### config.mk
export PLATFORM = sky130hd
export DESIGN_NAME = rdpp_xlate
export DESIGN_NICKNAME = d
export VERILOG_FILES = /design/src/rdpp_pkg.sv /design/src/rdpp_xlate.sv
export SDC_FILE = /design/constraint.sdc
export NUM_CORES = 1
export LEC_CHECK = 0
export BUFFER_PORTS_ARGS = -buffer_cell sky130_fd_sc_hd__buf_2
export CAP_MARGIN = 10
export CELL_PAD_IN_SITES_DETAIL_PLACEMENT = 0
export CELL_PAD_IN_SITES_GLOBAL_PLACEMENT = 1
export CORE_AREA = 2 2 91 110
export DETAILED_ROUTE_END_ITERATION = 16
export DIE_AREA = 0 0 93 112
export GPL_ROUTABILITY_DRIVEN = 0
export HOLD_SLACK_MARGIN = 0.12
export PLACE_DENSITY_LB_ADDON = 0.15
export RECOVER_POWER = 25
export SYNTH_ARGS = -nofsm -noshare
export SYNTH_HDL_FRONTEND = slang
export SYNTH_SLANG_ARGS = --single-unit
### constraint.sdc
create_clock -name aclk -period 4.75 [get_ports aclk]
set_input_delay 0.475 -clock aclk [delete_from_list [all_inputs] [get_ports aclk]]
set_output_delay 0.475 -clock aclk [all_outputs]
set_load 0.01 [all_outputs]
### src/rdpp_pkg.sv
package rdpp_pkg;

    // Default panel geometry
    localparam int PANEL_WIDTH_DEF    = 152;
    localparam int PANEL_HEIGHT_DEF   = 296;
    localparam int BYTES_PER_LINE_DEF = 19;

    // Pixel mask for the leftmost pixel of a byte (MSB first)
    localparam logic [7:0] LEFT_BIT = 8'h80;

    // Operation codes of an input beat
    localparam logic [1:0] OP_PLOT  = 2'd0;
    localparam logic [1:0] OP_CLEAR = 2'd1;
    localparam logic [1:0] OP_READ  = 2'd2;

    // Orientation codes
    localparam logic [1:0] ORIENT_0   = 2'd0;
    localparam logic [1:0] ORIENT_90  = 2'd1;
    localparam logic [1:0] ORIENT_180 = 2'd2;
    localparam logic [1:0] ORIENT_270 = 2'd3;

    // Sequencer states
    typedef enum logic [4:0] {
        ST_IDLE   = 5'b00001,
        ST_ROT    = 5'b00010,
        ST_ADDR   = 5'b00100,
        ST_FINISH = 5'b01000,
        ST_CLEAR  = 5'b10000
    } state_t;

    // Address-mapping status handed to the sequencer
    typedef struct packed {
        logic       clip;
        logic [7:0] mask;
    } xlate_t;

endpackage

### src/rdpp_xlate.sv
module rdpp_xlate import rdpp_pkg::*; #(
    parameter int PANEL_WIDTH    = PANEL_WIDTH_DEF,
    parameter int PANEL_HEIGHT   = PANEL_HEIGHT_DEF,
    parameter int BYTES_PER_LINE = BYTES_PER_LINE_DEF,
    parameter int ADDR_W         = $clog2(BYTES_PER_LINE * PANEL_HEIGHT)
) (
    input  logic              aclk,
    input  logic              rot_en,
    input  logic [1:0]        orientation,
    input  logic [1:0]        operation,
    input  logic [15:0]       x_coord,
    input  logic [15:0]       y_coord,
    input  logic [12:0]       byte_index,
    output logic [ADDR_W-1:0] addr,
    output xlate_t            info
);

    localparam int PLANE_BYTES = BYTES_PER_LINE * PANEL_HEIGHT;
    localparam int LIN_W       = $clog2(PLANE_BYTES + PANEL_WIDTH);
    localparam logic [15:0] W_LAST = 16'(PANEL_WIDTH - 1);
    localparam logic [15:0] H_LAST = 16'(PANEL_HEIGHT - 1);

    logic [15:0]      rx_next, ry_next;
    logic [15:0]      rx_reg, ry_reg;
    logic [15:0]      col;
    logic [LIN_W-1:0] lin_addr;
    logic             off_panel;

    // Rotation, wrapping modulo 2^16
    always_comb begin
        unique case (orientation)
            ORIENT_90: begin
                rx_next = H_LAST - y_coord;
                ry_next = x_coord;
            end
            ORIENT_180: begin
                rx_next = W_LAST - x_coord;
                ry_next = H_LAST - y_coord;
            end
            ORIENT_270: begin
                rx_next = y_coord;
                ry_next = W_LAST - x_coord;
            end
            default: begin
                rx_next = x_coord;
                ry_next = y_coord;
            end
        endcase
    end

    always_ff @(posedge aclk) begin
        if (rot_en) begin
            rx_reg <= rx_next;
            ry_reg <= ry_next;
        end
    end

    // Row-major byte address of the rotated pixel
    assign col       = rx_reg >> 3;
    assign lin_addr  = LIN_W'(ry_reg) * LIN_W'(BYTES_PER_LINE) + LIN_W'(col);
    assign off_panel = (rx_reg >= 16'(PANEL_WIDTH)) || (ry_reg >= 16'(PANEL_HEIGHT))
                       || (lin_addr >= LIN_W'(PLANE_BYTES));

    // Address and clip per operation
    always_comb begin
        info.mask = LEFT_BIT >> rx_reg[2:0];
        case (operation)
            OP_PLOT: begin
                addr      = lin_addr[ADDR_W-1:0];
                info.clip = off_panel;
            end
            OP_READ: begin
                addr      = ADDR_W'(byte_index);
                info.clip = 32'(byte_index) >= 32'(PLANE_BYTES);
            end
            default: begin
                addr      = '0;
                info.clip = 1'b0;
            end
        endcase
    end

endmodule

After elaboration in Yosys (flattened, before gate mapping) --
Index checks and enable logic that the tools add are counted.
Storage, ports and cells: bits in registers 32, latch bits 0, RAM bits 0, ROM bits 0, memories kept 0
Operators by class: $add $sub $neg 3, multiply operators 1, divide/modulo/power cells 0, magnitude comparators 4, equality and inequality tests 4, shift operators 1, mux-type cells 4, bitwise gates (word level) 0, reductions and logical operators 3
Operator list (count):
- one-hot mux 16 bit (3 select lines) | 2
- >= comparator 13 bit (second input constant) | 2
- one-hot mux 13 bit (2 select lines) | 1
- >= comparator 16 x 8 -> 1 bit (second input constant) | 1
- >= comparator 16 x 9 -> 1 bit (second input constant) | 1
- subtractor 8 x 16 -> 16 bit (first input constant) | 1
- subtractor 9 x 16 -> 16 bit (first input constant) | 1
- adder 13 bit | 1
- multiplier 13 x 5 -> 13 bit (second input constant) | 1
- >> shifter 8 x 3 -> 8 bit (first input constant) | 1
- == test 2 bit (second input constant) | 3
- == test 2 x 1 -> 1 bit (second input constant) | 1
- zero test 2 bit | 1
- logical OR 1 bit | 2
- one-hot mux 1 bit (2 select lines) | 1

Depth between registers and ports, before layout --
Gate-level depths: netlist of run 1.
depth in word-level cells 5, depth in mapped cells 14

Worst setup path after synthesis of run 1 --
Ideal clock, no wire load.
path kind register -> output, start register ry_reg[5], end output info[8] (netlist bit), data arrival time 3.518 ns, data required time 4.275 ns, setup slack 0.757 ns, stages on the path, launching flop included 15, path buffers 0, cell sequence edfxtp_1 -> inv_1 -> fa_1 -> inv_1 -> ha_1 -> inv_1 -> fa_1 -> inv_1 -> ha_1 -> o21ai_0 -> o21ai_1 -> nand4_1 -> a2111oi_0 -> nor2_1 -> o311ai_1
RTL lines:
- from (decl) | RTL line rdpp_xlate.sv:24 | logic [15:0] rx_reg, ry_reg;
- from (signal assigned) | RTL line rdpp_xlate.sv:54 | ry_reg <= ry_next;
- to (decl) | RTL line rdpp_xlate.sv:15 | output xlate_t info

==> results of run 1 <==
[layer usage]
metal / up-vias / wire length (um) / track usage
li1: 1673 / - / -
met3: 16 / 288 / 0.00271
met5: - / 0 / 0
met4: 0 / 208 / 0.0706
met2: 79 / 4330 / 0.310
met1: 1497 / 3730 / 0.222
[Yosys cell counts, types with 6 or more instances]
library cell and n:
sky130_fd_sc_hd__a211oi_1 11, sky130_fd_sc_hd__a21oi_1 27, sky130_fd_sc_hd__clkbuf_1 14, sky130_fd_sc_hd__edfxtp_1 32
sky130_fd_sc_hd__fa_1 19, sky130_fd_sc_hd__ha_1 34, sky130_fd_sc_hd__inv_1 66, sky130_fd_sc_hd__mux2_2 6
sky130_fd_sc_hd__mux2i_1 16, sky130_fd_sc_hd__mux4_2 15, sky130_fd_sc_hd__nand2_1 20, sky130_fd_sc_hd__nand3_1 6
sky130_fd_sc_hd__nor2_1 40, sky130_fd_sc_hd__nor3_1 12, sky130_fd_sc_hd__o21a_1 6, sky130_fd_sc_hd__o21ai_0 19
sky130_fd_sc_hd__xnor2_1 23
[placed cells by master (no fill, tap or decap), types with 2 or more instances in the layout]
| cell type | netlist | routed |
|---|---|---|
| sky130_fd_sc_hd__inv_1 | 66 | 66 |
| sky130_fd_sc_hd__nor3_1 | 12 | 12 |
| sky130_fd_sc_hd__o21ai_1 | 4 | 4 |
| sky130_fd_sc_hd__nor2_1 | 40 | 40 |
| sky130_fd_sc_hd__xnor2_1 | 23 | 23 |
| sky130_fd_sc_hd__mux4_2 | 15 | 15 |
| sky130_fd_sc_hd__a21boi_0 | 3 | 3 |
| sky130_fd_sc_hd__nor4_1 | 3 | 3 |
| sky130_fd_sc_hd__clkinv_1 | 0 | 2 |
| sky130_fd_sc_hd__o21a_1 | 6 | 6 |
| sky130_fd_sc_hd__buf_2 | 2 | 71 |
| sky130_fd_sc_hd__nor3_2 | 3 | 3 |
| sky130_fd_sc_hd__mux2i_1 | 16 | 16 |
| sky130_fd_sc_hd__o21ai_0 | 19 | 19 |
| sky130_fd_sc_hd__and3b_1 | 2 | 2 |
| sky130_fd_sc_hd__a21o_1 | 3 | 3 |
| sky130_fd_sc_hd__nor3b_1 | 4 | 4 |
| sky130_fd_sc_hd__and2_1 | 3 | 3 |
| sky130_fd_sc_hd__nand3_1 | 6 | 6 |
| sky130_fd_sc_hd__mux2_2 | 6 | 6 |
| sky130_fd_sc_hd__or3_1 | 3 | 3 |
| sky130_fd_sc_hd__a211oi_1 | 11 | 11 |
| sky130_fd_sc_hd__nand4_1 | 3 | 3 |
| sky130_fd_sc_hd__edfxtp_1 | 32 | 32 |
| sky130_fd_sc_hd__nor4b_1 | 2 | 2 |
| sky130_fd_sc_hd__o31ai_1 | 3 | 3 |
| sky130_fd_sc_hd__o21bai_1 | 2 | 2 |
| sky130_fd_sc_hd__a21oi_1 | 27 | 27 |
| sky130_fd_sc_hd__fa_1 | 19 | 19 |
| sky130_fd_sc_hd__nand2_1 | 20 | 20 |
| sky130_fd_sc_hd__a31oi_1 | 2 | 2 |
| sky130_fd_sc_hd__o22ai_1 | 3 | 3 |
| sky130_fd_sc_hd__clkbuf_16 | 0 | 5 |
| sky130_fd_sc_hd__nor2b_1 | 2 | 2 |
| sky130_fd_sc_hd__o311a_1 | 2 | 2 |
| sky130_fd_sc_hd__ha_1 | 34 | 34 |
[final cells by class]
type                    instances  area share
repair buffers                 73      0.0791
clock buffers                   5      0.0270
clock inverters                 2     0.00162
inverters                      67      0.0543
flip-flops and latches         32       0.207
multi-input cells             319       0.598
well taps                     123      0.0332
[report_power, final]
part | leakage (nW) | internal (W) | switching [W]
Combinational | 1.68 | 0.000519 | 0.000644
Clock | 0.0648 | 0.000186 | 0.0000957
Sequential | 0.313 | 0.000354 | 0.0000240
Total | 2.06 | 0.00106 | 0.000764
[stage by stage]
stage | util | cell area [um2]
after global placement | 0.479 | 4490
after global routing | 0.495 | 4640
after CTS | 0.493 | 4620
final | 0.495 | 4640
after floorplan | - | 4040
after detailed placement | 0.479 | 4490
[worst max path at each step]
stage | slack [ns] | depth (start not counted) | end
6_report | 0.32 | 15 | info[8]
5_1_grt | 0.005 | 15 | info[8]
4_1_cts | 0.14 | 15 | info[8]
3_5_place_dp | 0.44 | 15 | info[8]
3_3_place_gp | 0.54 | 15 | info[8]
2_1_floorplan | 0.76 | 14 | info[8]
[cells by family (layout without fill, tap and decap cells)]
logic type,Yosys count,in the layout
compound gates,99,99
xor+xnor,24,24
fa+ha+maj,53,53
buf+inv,87,147
flops,32,32
mux,37,37
simple gates,106,106
==> metrics.yaml, run 1 <==
worstSetupPathType: "reg2out"
grt_use_total: 0.173
outcome: "finished with violations"
synth-seq-cells: 32
postCtsSetupRepairBufs: 0
drc_violation_count_after_routing: 0
rsz0062_at_grt: "false"
cts_root_buf: "sky130_fd_sc_hd__clkbuf_16"
synth_simple_gate_area_share: 0.129
detailedPlace.worstSlack_ns: 0.441
coreArea_um2: 9370
total_of_cells_resized_after_clock_tree_synthesis: 0
firstDrtPassIters: 4
ctsHoldBuffers: 0
cp-startpoint: "ry_reg[5]"
final_layout_size_suffix_gt1_frac: 0.213
clock_pin_transition_on_the_worst_setup_and_hold_timing_paths_ns: 0.05
layout_min_cycle_time_ns: 4.43
worstHoldPathCells: 2
synthXorXnorAreaFrac: 0.0520
post-route-worst-setup-slack_ns: 0.322
fp.dieArea_um2: 10400
timing.critical_path.max_delay_family: "adder cells"
yosys_top_cell_by_area: "sky130_fd_sc_hd__edfxtp_1"
synth_compound_area_frac: 0.161
failing_checks: "capacitance limit, slew limit"
critical_path_arrival_ns: 3.95
max-vdd-ir-drop_mv: 0.192
fin_nets: 602
dr.first_iter.drc_count: 58
post-layout-total-power_w: 0.00182
antenna_cells: 0
tightest_slew_ns: 1.60
vias_in_the_first_global_route: 3202
tritoncts: "built"
critical-path-top-cell-by-count: "sky130_fd_sc_hd__inv_1"
largest_net_degree_at_the_start_of_global_routing: 67
critical-path-max-stage-delay_ns: 0.52
routed_via_density: 5.26
ioPinCount: 73
postSynth.topFlopCell: "sky130_fd_sc_hd__edfxtp_1"
setup_violations: 0
grt_first_pass_wirelength_um: 14700
synth_async_sr_flop_share: 0
ff_latch_area_um2: 961
io_buffer_count: 72
post-route-period-util: 0.932
synth_top_cell_area_share: 0.238
routed_len_inst_um: 13.8
fp.dieW_um: 93
p_per_area_nw_per_um2: 393
fin_hold_ws_ns: 0.545
hold_path_class: "in2reg"
worstSetupEndpointType: "primary output"
die_height_um: 112
synth.distinct_cells: 54
synth.area.top_cells: "sky130_fd_sc_hd__edfxtp_1 24%, sky130_fd_sc_hd__ha_1 11%, sky130_fd_sc_hd__fa_1 9.4%"
synthMuxAreaShare: 0.140
clkSinkCount: 32
via_count: 3265
totalWireLength_um: 8560
post_synth_instance_area_um2: 4040
synth_fa_ha_area_frac: 0.199
startpoint_type: "flop"
filler_cell_count: 930
cellLeakagePower_nw: 2.06
min_to: "rx_reg[3]"
timing.critical_path.slowest_stage_cell: "sky130_fd_sc_hd__fa_1"
max_cap_violations: 1
placedCellCount: 614
cp.required_ns: 4.28
critPathMaxFanout: 4
timing_max_transition_violations_final: 33
hold_violations: 0
grt-ovfl-total: 0
yosysWarnings: 0
main_combinational_cell_family_by_area_after_synthesis: "adder cells"
ant_nets: 0
synth.net_count: 542
initial_antenna_violation_count: 0
final-instance-count-excl-fill: 621
clk_path_buf_depth: 2
synth_area_per_cell_um2: 9.23
multi_input_area_um2: 2770
cp_num_buf_inv: 5
cts_inserted_buffers: 5
min_from: "y_coord[3]"
timing.slew.headroom: -0.0677
cp_cell_sequence: "inv_1 -> fa_1 -> inv_1 -> ha_1 -> inv_1 -> fa_1 -> inv_1 -> ha_1 -> o21ai_0 -> o21ai_1 -> nand4_1 -> a2111oi_4 -> nor2_1 -> o311ai_1 -> buf_2"
cts_htree_levels: 2
rows: 39
fin_tns_setup_ns: 0
timing.fmax_mhz: 226
hpwl_um: 6980
synth_enable_flop_cells: 32
yosysSeqAreaShare: 0.238
syn-instance-count: 438
area_growth_pct: 14.7
start_util: 0.431
Power figures use the tool's default switching activity.
==> run 2: changes to the inputs <==
--- a/config.mk
+++ b/config.mk
@@ -14,7 +14,8 @@
 export DIE_AREA = 0 0 93 112
 export GPL_ROUTABILITY_DRIVEN = 0
 export HOLD_SLACK_MARGIN = 0.12
-export PLACE_DENSITY_LB_ADDON = 0.15
+export MAX_ROUTING_LAYER = met4
+export PLACE_DENSITY = 0.89
 export RECOVER_POWER = 25
 export SYNTH_ARGS = -nofsm -noshare
 export SYNTH_HDL_FRONTEND = slang
==> run 2 against run 1 <==
Compared with the run above:
- the flow still finishes with violations (capacitance limit, slew limit)
- power increased by 0.54%
- combinational power barely moved
- cell count rose by 0.32%
- critical path type unchanged
- sequential power is essentially flat
- critical endpoint unchanged
==> metrics.yaml, run 2 (synthesis gave the netlist of run 1 again) <==
worstSetupPathType: "reg2out"
fin_hold_ws_ns: 0.553
max-vdd-ir-drop_mv: 0.148
globalRoute.busiestLayer: "met2"
setup_violations: 0
layout_commonest_cell: "sky130_fd_sc_hd__buf_2"
hold_violations: 0
critical-path-top-cell-by-count: "sky130_fd_sc_hd__inv_1"
coreArea_um2: 9370
critical_path_arrival_ns: 4.07
timing.fmax_mhz: 220
ant_nets: 0
cp_cell_sequence: "inv_1 -> fa_1 -> inv_1 -> ha_1 -> inv_1 -> fa_1 -> inv_1 -> ha_1 -> o21ai_0 -> o21ai_1 -> nand4_1 -> a2111oi_2 -> nor2_1 -> o311ai_1 -> buf_2"
cp-startpoint: "ry_reg[5]"
start_util: 0.431
fp.dieArea_um2: 10400
final-instance-count-excl-fill: 623
timing.critical_path.slowest_stage_cell: "sky130_fd_sc_hd__fa_1"
routed_len_inst_um: 13.2
die_height_um: 112
cp.required_ns: 4.28
timing.slew.headroom: -0.0412
clock_pin_transition_on_the_worst_setup_and_hold_timing_paths_ns: 0.05
vias_in_the_first_global_route: 3151
use_met2: 0.297
fin_util: 0.495
ioPinCount: 73
clk_path_buf_depth: 2
totalWireLength_um: 8200
p_per_area_nw_per_um2: 395
failing_checks: "capacitance limit, slew limit"
grt_first_pass_wirelength_um: 14200
layout_min_cycle_time_ns: 4.54
ctsHoldBuffers: 0
gr-usage-met1: 0.211
cts_root_buf: "sky130_fd_sc_hd__clkbuf_16"
initial_antenna_violation_count: 0
worstSetupEndpointType: "primary output"
outcome: "finished with violations"
grt_use_total: 0.171
post-layout-total-power_w: 0.00183
detailedPlace.worstSlack_ns: 0.477
startpoint_type: "flop"
final_cell_mix: "71 x sky130_fd_sc_hd__buf_2, 66 x sky130_fd_sc_hd__inv_1, 40 x sky130_fd_sc_hd__nor2_1"
worst_setup_path_endpoint: "info[8]"
critical-path-max-stage-delay_ns: 0.52
dr.first_iter.drc_count: 77
antenna_cells: 0
drc_violation_count_after_routing: 0
via_count: 3306
final_layout_size_suffix_gt1_frac: 0.214
fp.dieW_um: 93
grt-ovfl-total: 0
hpwl_um: 6750
routed_via_density: 5.31
clkSinkCount: 32
fin_nets: 603
post-route-period-util: 0.956
globalRouteMet3Util: 0.00812
timing_max_transition_violations_final: 33
cellLeakagePower_nw: 2.06
tightest_slew_ns: 1.56
area_growth_pct: 14.7
cts_inserted_buffers: 5
tritoncts: "built"
cts_htree_levels: 2
rows: 39
post-route-worst-setup-slack_ns: 0.209
largest_net_degree_at_the_start_of_global_routing: 44
firstDrtPassIters: 4
max_cap_violations: 1
hold_path_class: "in2reg"
placedCellCount: 614
io_buffer_count: 72
critPathMaxFanout: 4
## run 2: power by group
| part | total, W | leakage (nW) | switching (W) | internal, W |
|---|---|---|---|---|
| Clock | 0.000284 | 0.0655 | 0.0000929 | 0.000191 |
| Combinational | 0.00117 | 1.68 | 0.000644 | 0.000528 |
| Sequential | 0.000377 | 0.313 | 0.0000230 | 0.000354 |
## run 2: worst max-delay path, delay by kind of cell, from the launching register on
kind	cells	cell delay, ns
compound gates	4	1.12
buf+inv	5	0.41
flops	1	0.38
simple gates	2	0.27
fa+ha+maj	4	1.62
## run 2: cell type report
class	instances	area, um2
Sequential cell	32	961
Fill cell	908	4730
Clock buffer	7	133
Tap cell	123	154
Multi-Input combinational cell	319	2760
Clock inverter	1	3.75
Inverter	67	251
Timing Repair Buffer	74	374
## run 2: layer usage
layer,up-vias,share of wire
li1,1679,-
met1,1536,0.44
met2,79,0.50
met3,12,0.035
met4,0,0.020
met5,-,0
## run 2: worst min-delay path by stage
stage / from / to / slack (ns) / cells after the start
final: y_coord[3] / rx_reg[3] / 0.55 / 2
after global routing: y_coord[3] / rx_reg[3] / 0.56 / 2
after CTS: y_coord[3] / rx_reg[3] / 0.55 / 2
after detailed placement: y_coord[3] / rx_reg[3] / 0.82 / 2
after global placement: y_coord[3] / rx_reg[3] / 0.83 / 2
after floorplan: rot_en / rx_reg[0] / 0.59 / 0
## run 2: timing repair
item | 4_1_cts | 5_1_grt
gates resized for setup | 0 | 2
endpoints found under the setup margin | 0 | 1
setup buffers | 0 | 1
## run 2: stage by stage
step | area [um2] | setup TNS [ns]
global route | 4630 | -0.0701
detailed placement | 4490 | 0
floorplan | 4040 | 0
global placement | 4490 | 0
CTS | 4620 | 0
finish | 4630 | 0
==> run 3: changes to the inputs <==
--- a/config.mk
+++ b/config.mk
@@ -9,14 +9,15 @@
 export CAP_MARGIN = 10
 export CELL_PAD_IN_SITES_DETAIL_PLACEMENT = 0
 export CELL_PAD_IN_SITES_GLOBAL_PLACEMENT = 1
-export CORE_AREA = 2 2 91 110
+export CORE_AREA = 2 2 96 117
 export DETAILED_ROUTE_END_ITERATION = 16
-export DIE_AREA = 0 0 93 112
+export DIE_AREA = 0 0 98 119
 export GPL_ROUTABILITY_DRIVEN = 0
 export HOLD_SLACK_MARGIN = 0.12
 export MAX_ROUTING_LAYER = met4
-export PLACE_DENSITY = 0.89
+export PLACE_DENSITY = 0.84
 export RECOVER_POWER = 25
+export SKIP_CTS_REPAIR_TIMING = 1
 export SYNTH_ARGS = -nofsm -noshare
 export SYNTH_HDL_FRONTEND = slang
 export SYNTH_SLANG_ARGS = --single-unit
==> constraint.sdc (replaced) <==
create_clock -name aclk -period 3.8 [get_ports aclk]
set_input_delay 0.38 -clock aclk [delete_from_list [all_inputs] [get_ports aclk]]
set_output_delay 0.38 -clock aclk [all_outputs]
set_load 0.01 [all_outputs]
==> run 3 against run 2 <==
Compared with the run above:
- the flow finishes with violations (capacitance limit, slew limit, setup timing)
- global-route usage fell by 2.0 points
- non-clock buffer count rose by 34
- worst setup slack worse by 0.43 ns
- via count grew 6.1%
- combinational power grew 95%
==> metrics.yaml, run 3 (synthesis gave the netlist of run 1 again) <==
outcome: "finished with violations"
failing_checks: "capacitance limit, slew limit, setup timing"
setup_violations: 5
layout_commonest_cell: "sky130_fd_sc_hd__buf_2"
clkSinkCount: 32
routed_len_inst_um: 13.5
critical_path_arrival_ns: 3.64
fp.dieArea_um2: 11700
worstSetupEndpointType: "primary output"
ant_nets: 0
worstSetupPathType: "reg2out"
timing.fmax_mhz: 249
cts_inserted_buffers: 5
hpwl_um: 7030
dr.first_iter.drc_count: 105
final_layout_size_suffix_gt1_frac: 0.365
fin_nets: 637
cp_cell_sequence: "inv_2 -> fa_1 -> inv_1 -> ha_1 -> inv_2 -> fa_1 -> inv_2 -> ha_4 -> o21ai_2 -> a21boi_2 -> nand4_1 -> a2111oi_4 -> nor2_2 -> o311ai_2 -> buf_2"
timing.critical_path.max_delay_family: "adder cells"
cp.required_ns: 3.42
routed_via_density: 5.27
grt-ovfl-total: 0
ioPinCount: 73
antenna_cells: 0
max-vdd-ir-drop_mv: 0.326
layout_min_cycle_time_ns: 4.02
area_growth_pct: 28.9
rsz0062_at_grt: "true"
io_buffer_count: 72
grt_use_total: 0.151
die_height_um: 119
coreArea_um2: 10700
totalWireLength_um: 9000
hold_path_class: "in2reg"
startpoint_type: "flop"
tritoncts: "built"
fin_util: 0.488
post-route-worst-setup-slack_ns: -0.220
critPathMaxFanout: 3
drc_violation_count_after_routing: 0
detailedPlace.worstSlack_ns: -0.232
worstHoldPathCells: 2
start_util: 0.379
cts_root_buf: "sky130_fd_sc_hd__clkbuf_16"
rows: 42
timing.critical_path.slowest_stage_cell: "sky130_fd_sc_hd__fa_1"
grt_first_pass_wirelength_um: 14400
hold_violations: 0
p_per_area_nw_per_um2: 609
largest_net_degree_at_the_start_of_global_routing: 40
timing_max_transition_violations_final: 33
critical-path-max-stage-delay_ns: 0.53
tightest_slew_ns: 1.58
timing.slew.headroom: -0.0519
cellLeakagePower_nw: 2.25
cts_htree_levels: 2
clock_pin_transition_on_the_worst_setup_and_hold_timing_paths_ns: 0.05
cp_num_buf_inv: 5
fp.dieW_um: 98
initial_antenna_violation_count: 0
vias_in_the_first_global_route: 3255
min_to: "rx_reg[3]"
firstDrtPassIters: 4
max_cap_violations: 1
post-route-period-util: 1.06
final_cell_mix: "71 x sky130_fd_sc_hd__buf_2, 48 x sky130_fd_sc_hd__inv_1, 36 x sky130_fd_sc_hd__nor2_1"
clk_path_buf_depth: 2
min_from: "y_coord[3]"
critical-path-top-cell-by-count: "sky130_fd_sc_hd__inv_2"
via_count: 3508
-- run 3: changes by cell type in the layout (fill, tap and decap cells not counted), sizes merged --
cell | previous run | this run
buf | 73 | 107
clkinv | 1 | 2
clkbuf | 8 | 6
bufinv | 0 | 1
-- run 3: worst max path at each step --
stage	from	end	slack, ns	cells after the start
4_1_cts	ry_reg[7]	info[8]	-0.55	15
6_report	rx_reg[11]	info[8]	-0.22	15
5_1_grt	ry_reg[7]	info[8]	-0.40	15
2_1_floorplan	ry_reg[5]	info[8]	0.03	14
3_3_place_gp	rx_reg[11]	info[8]	-0.21	15
3_5_place_dp	ry_reg[7]	info[8]	-0.23	15
-- run 3: layout make-up --
cell class	instances	area, um2
Fill cell	1002	5460
Multi-Input combinational cell	319	3040
Sequential cell	32	961
Timing Repair Buffer	108	633
Inverter	67	251
Tap cell	132	165
Clock buffer	5	125
Clock inverter	3	37.5
-- run 3: report_power, final --
| part | leakage (nW) | total [W] | switching, W | internal, W |
|---|---|---|---|---|
| sequential | 0.313 | 0.000469 | 0.0000267 | 0.000442 |
| combinational | 1.85 | 0.00228 | 0.00113 | 0.00114 |
| clock | 0.0789 | 0.000427 | 0.000124 | 0.000303 |
-- run 3: through the flow --
stage	hold WS, ns	setup TNS [ns]	std cells	power, W	area [um2]
2_1_floorplan	0.492	0	438	0.00161	4060
3_3_place_gp	0.726	-0.389	652	0.00215	4730
3_5_place_dp	0.736	-0.518	652	0.00219	4730
4_1_cts	0.462	-2.08	660	0.00262	4890
5_1_grt	0.471	-1.48	666	0.00342	5210
6_report	0.466	-0.565	666	0.00318	5210
-- run 3: metal layers --
metal  wire length [um]  GRT usage  part of all wire  vias to the layer above
met5                  0          -                 0                        -
met1               3830      0.186              0.43                     1669
li1                   -          -                 -                     1746
met4                169     0.0573             0.019                        0
met3                298    0.00880             0.033                       13
met2               4700      0.262              0.52                       80
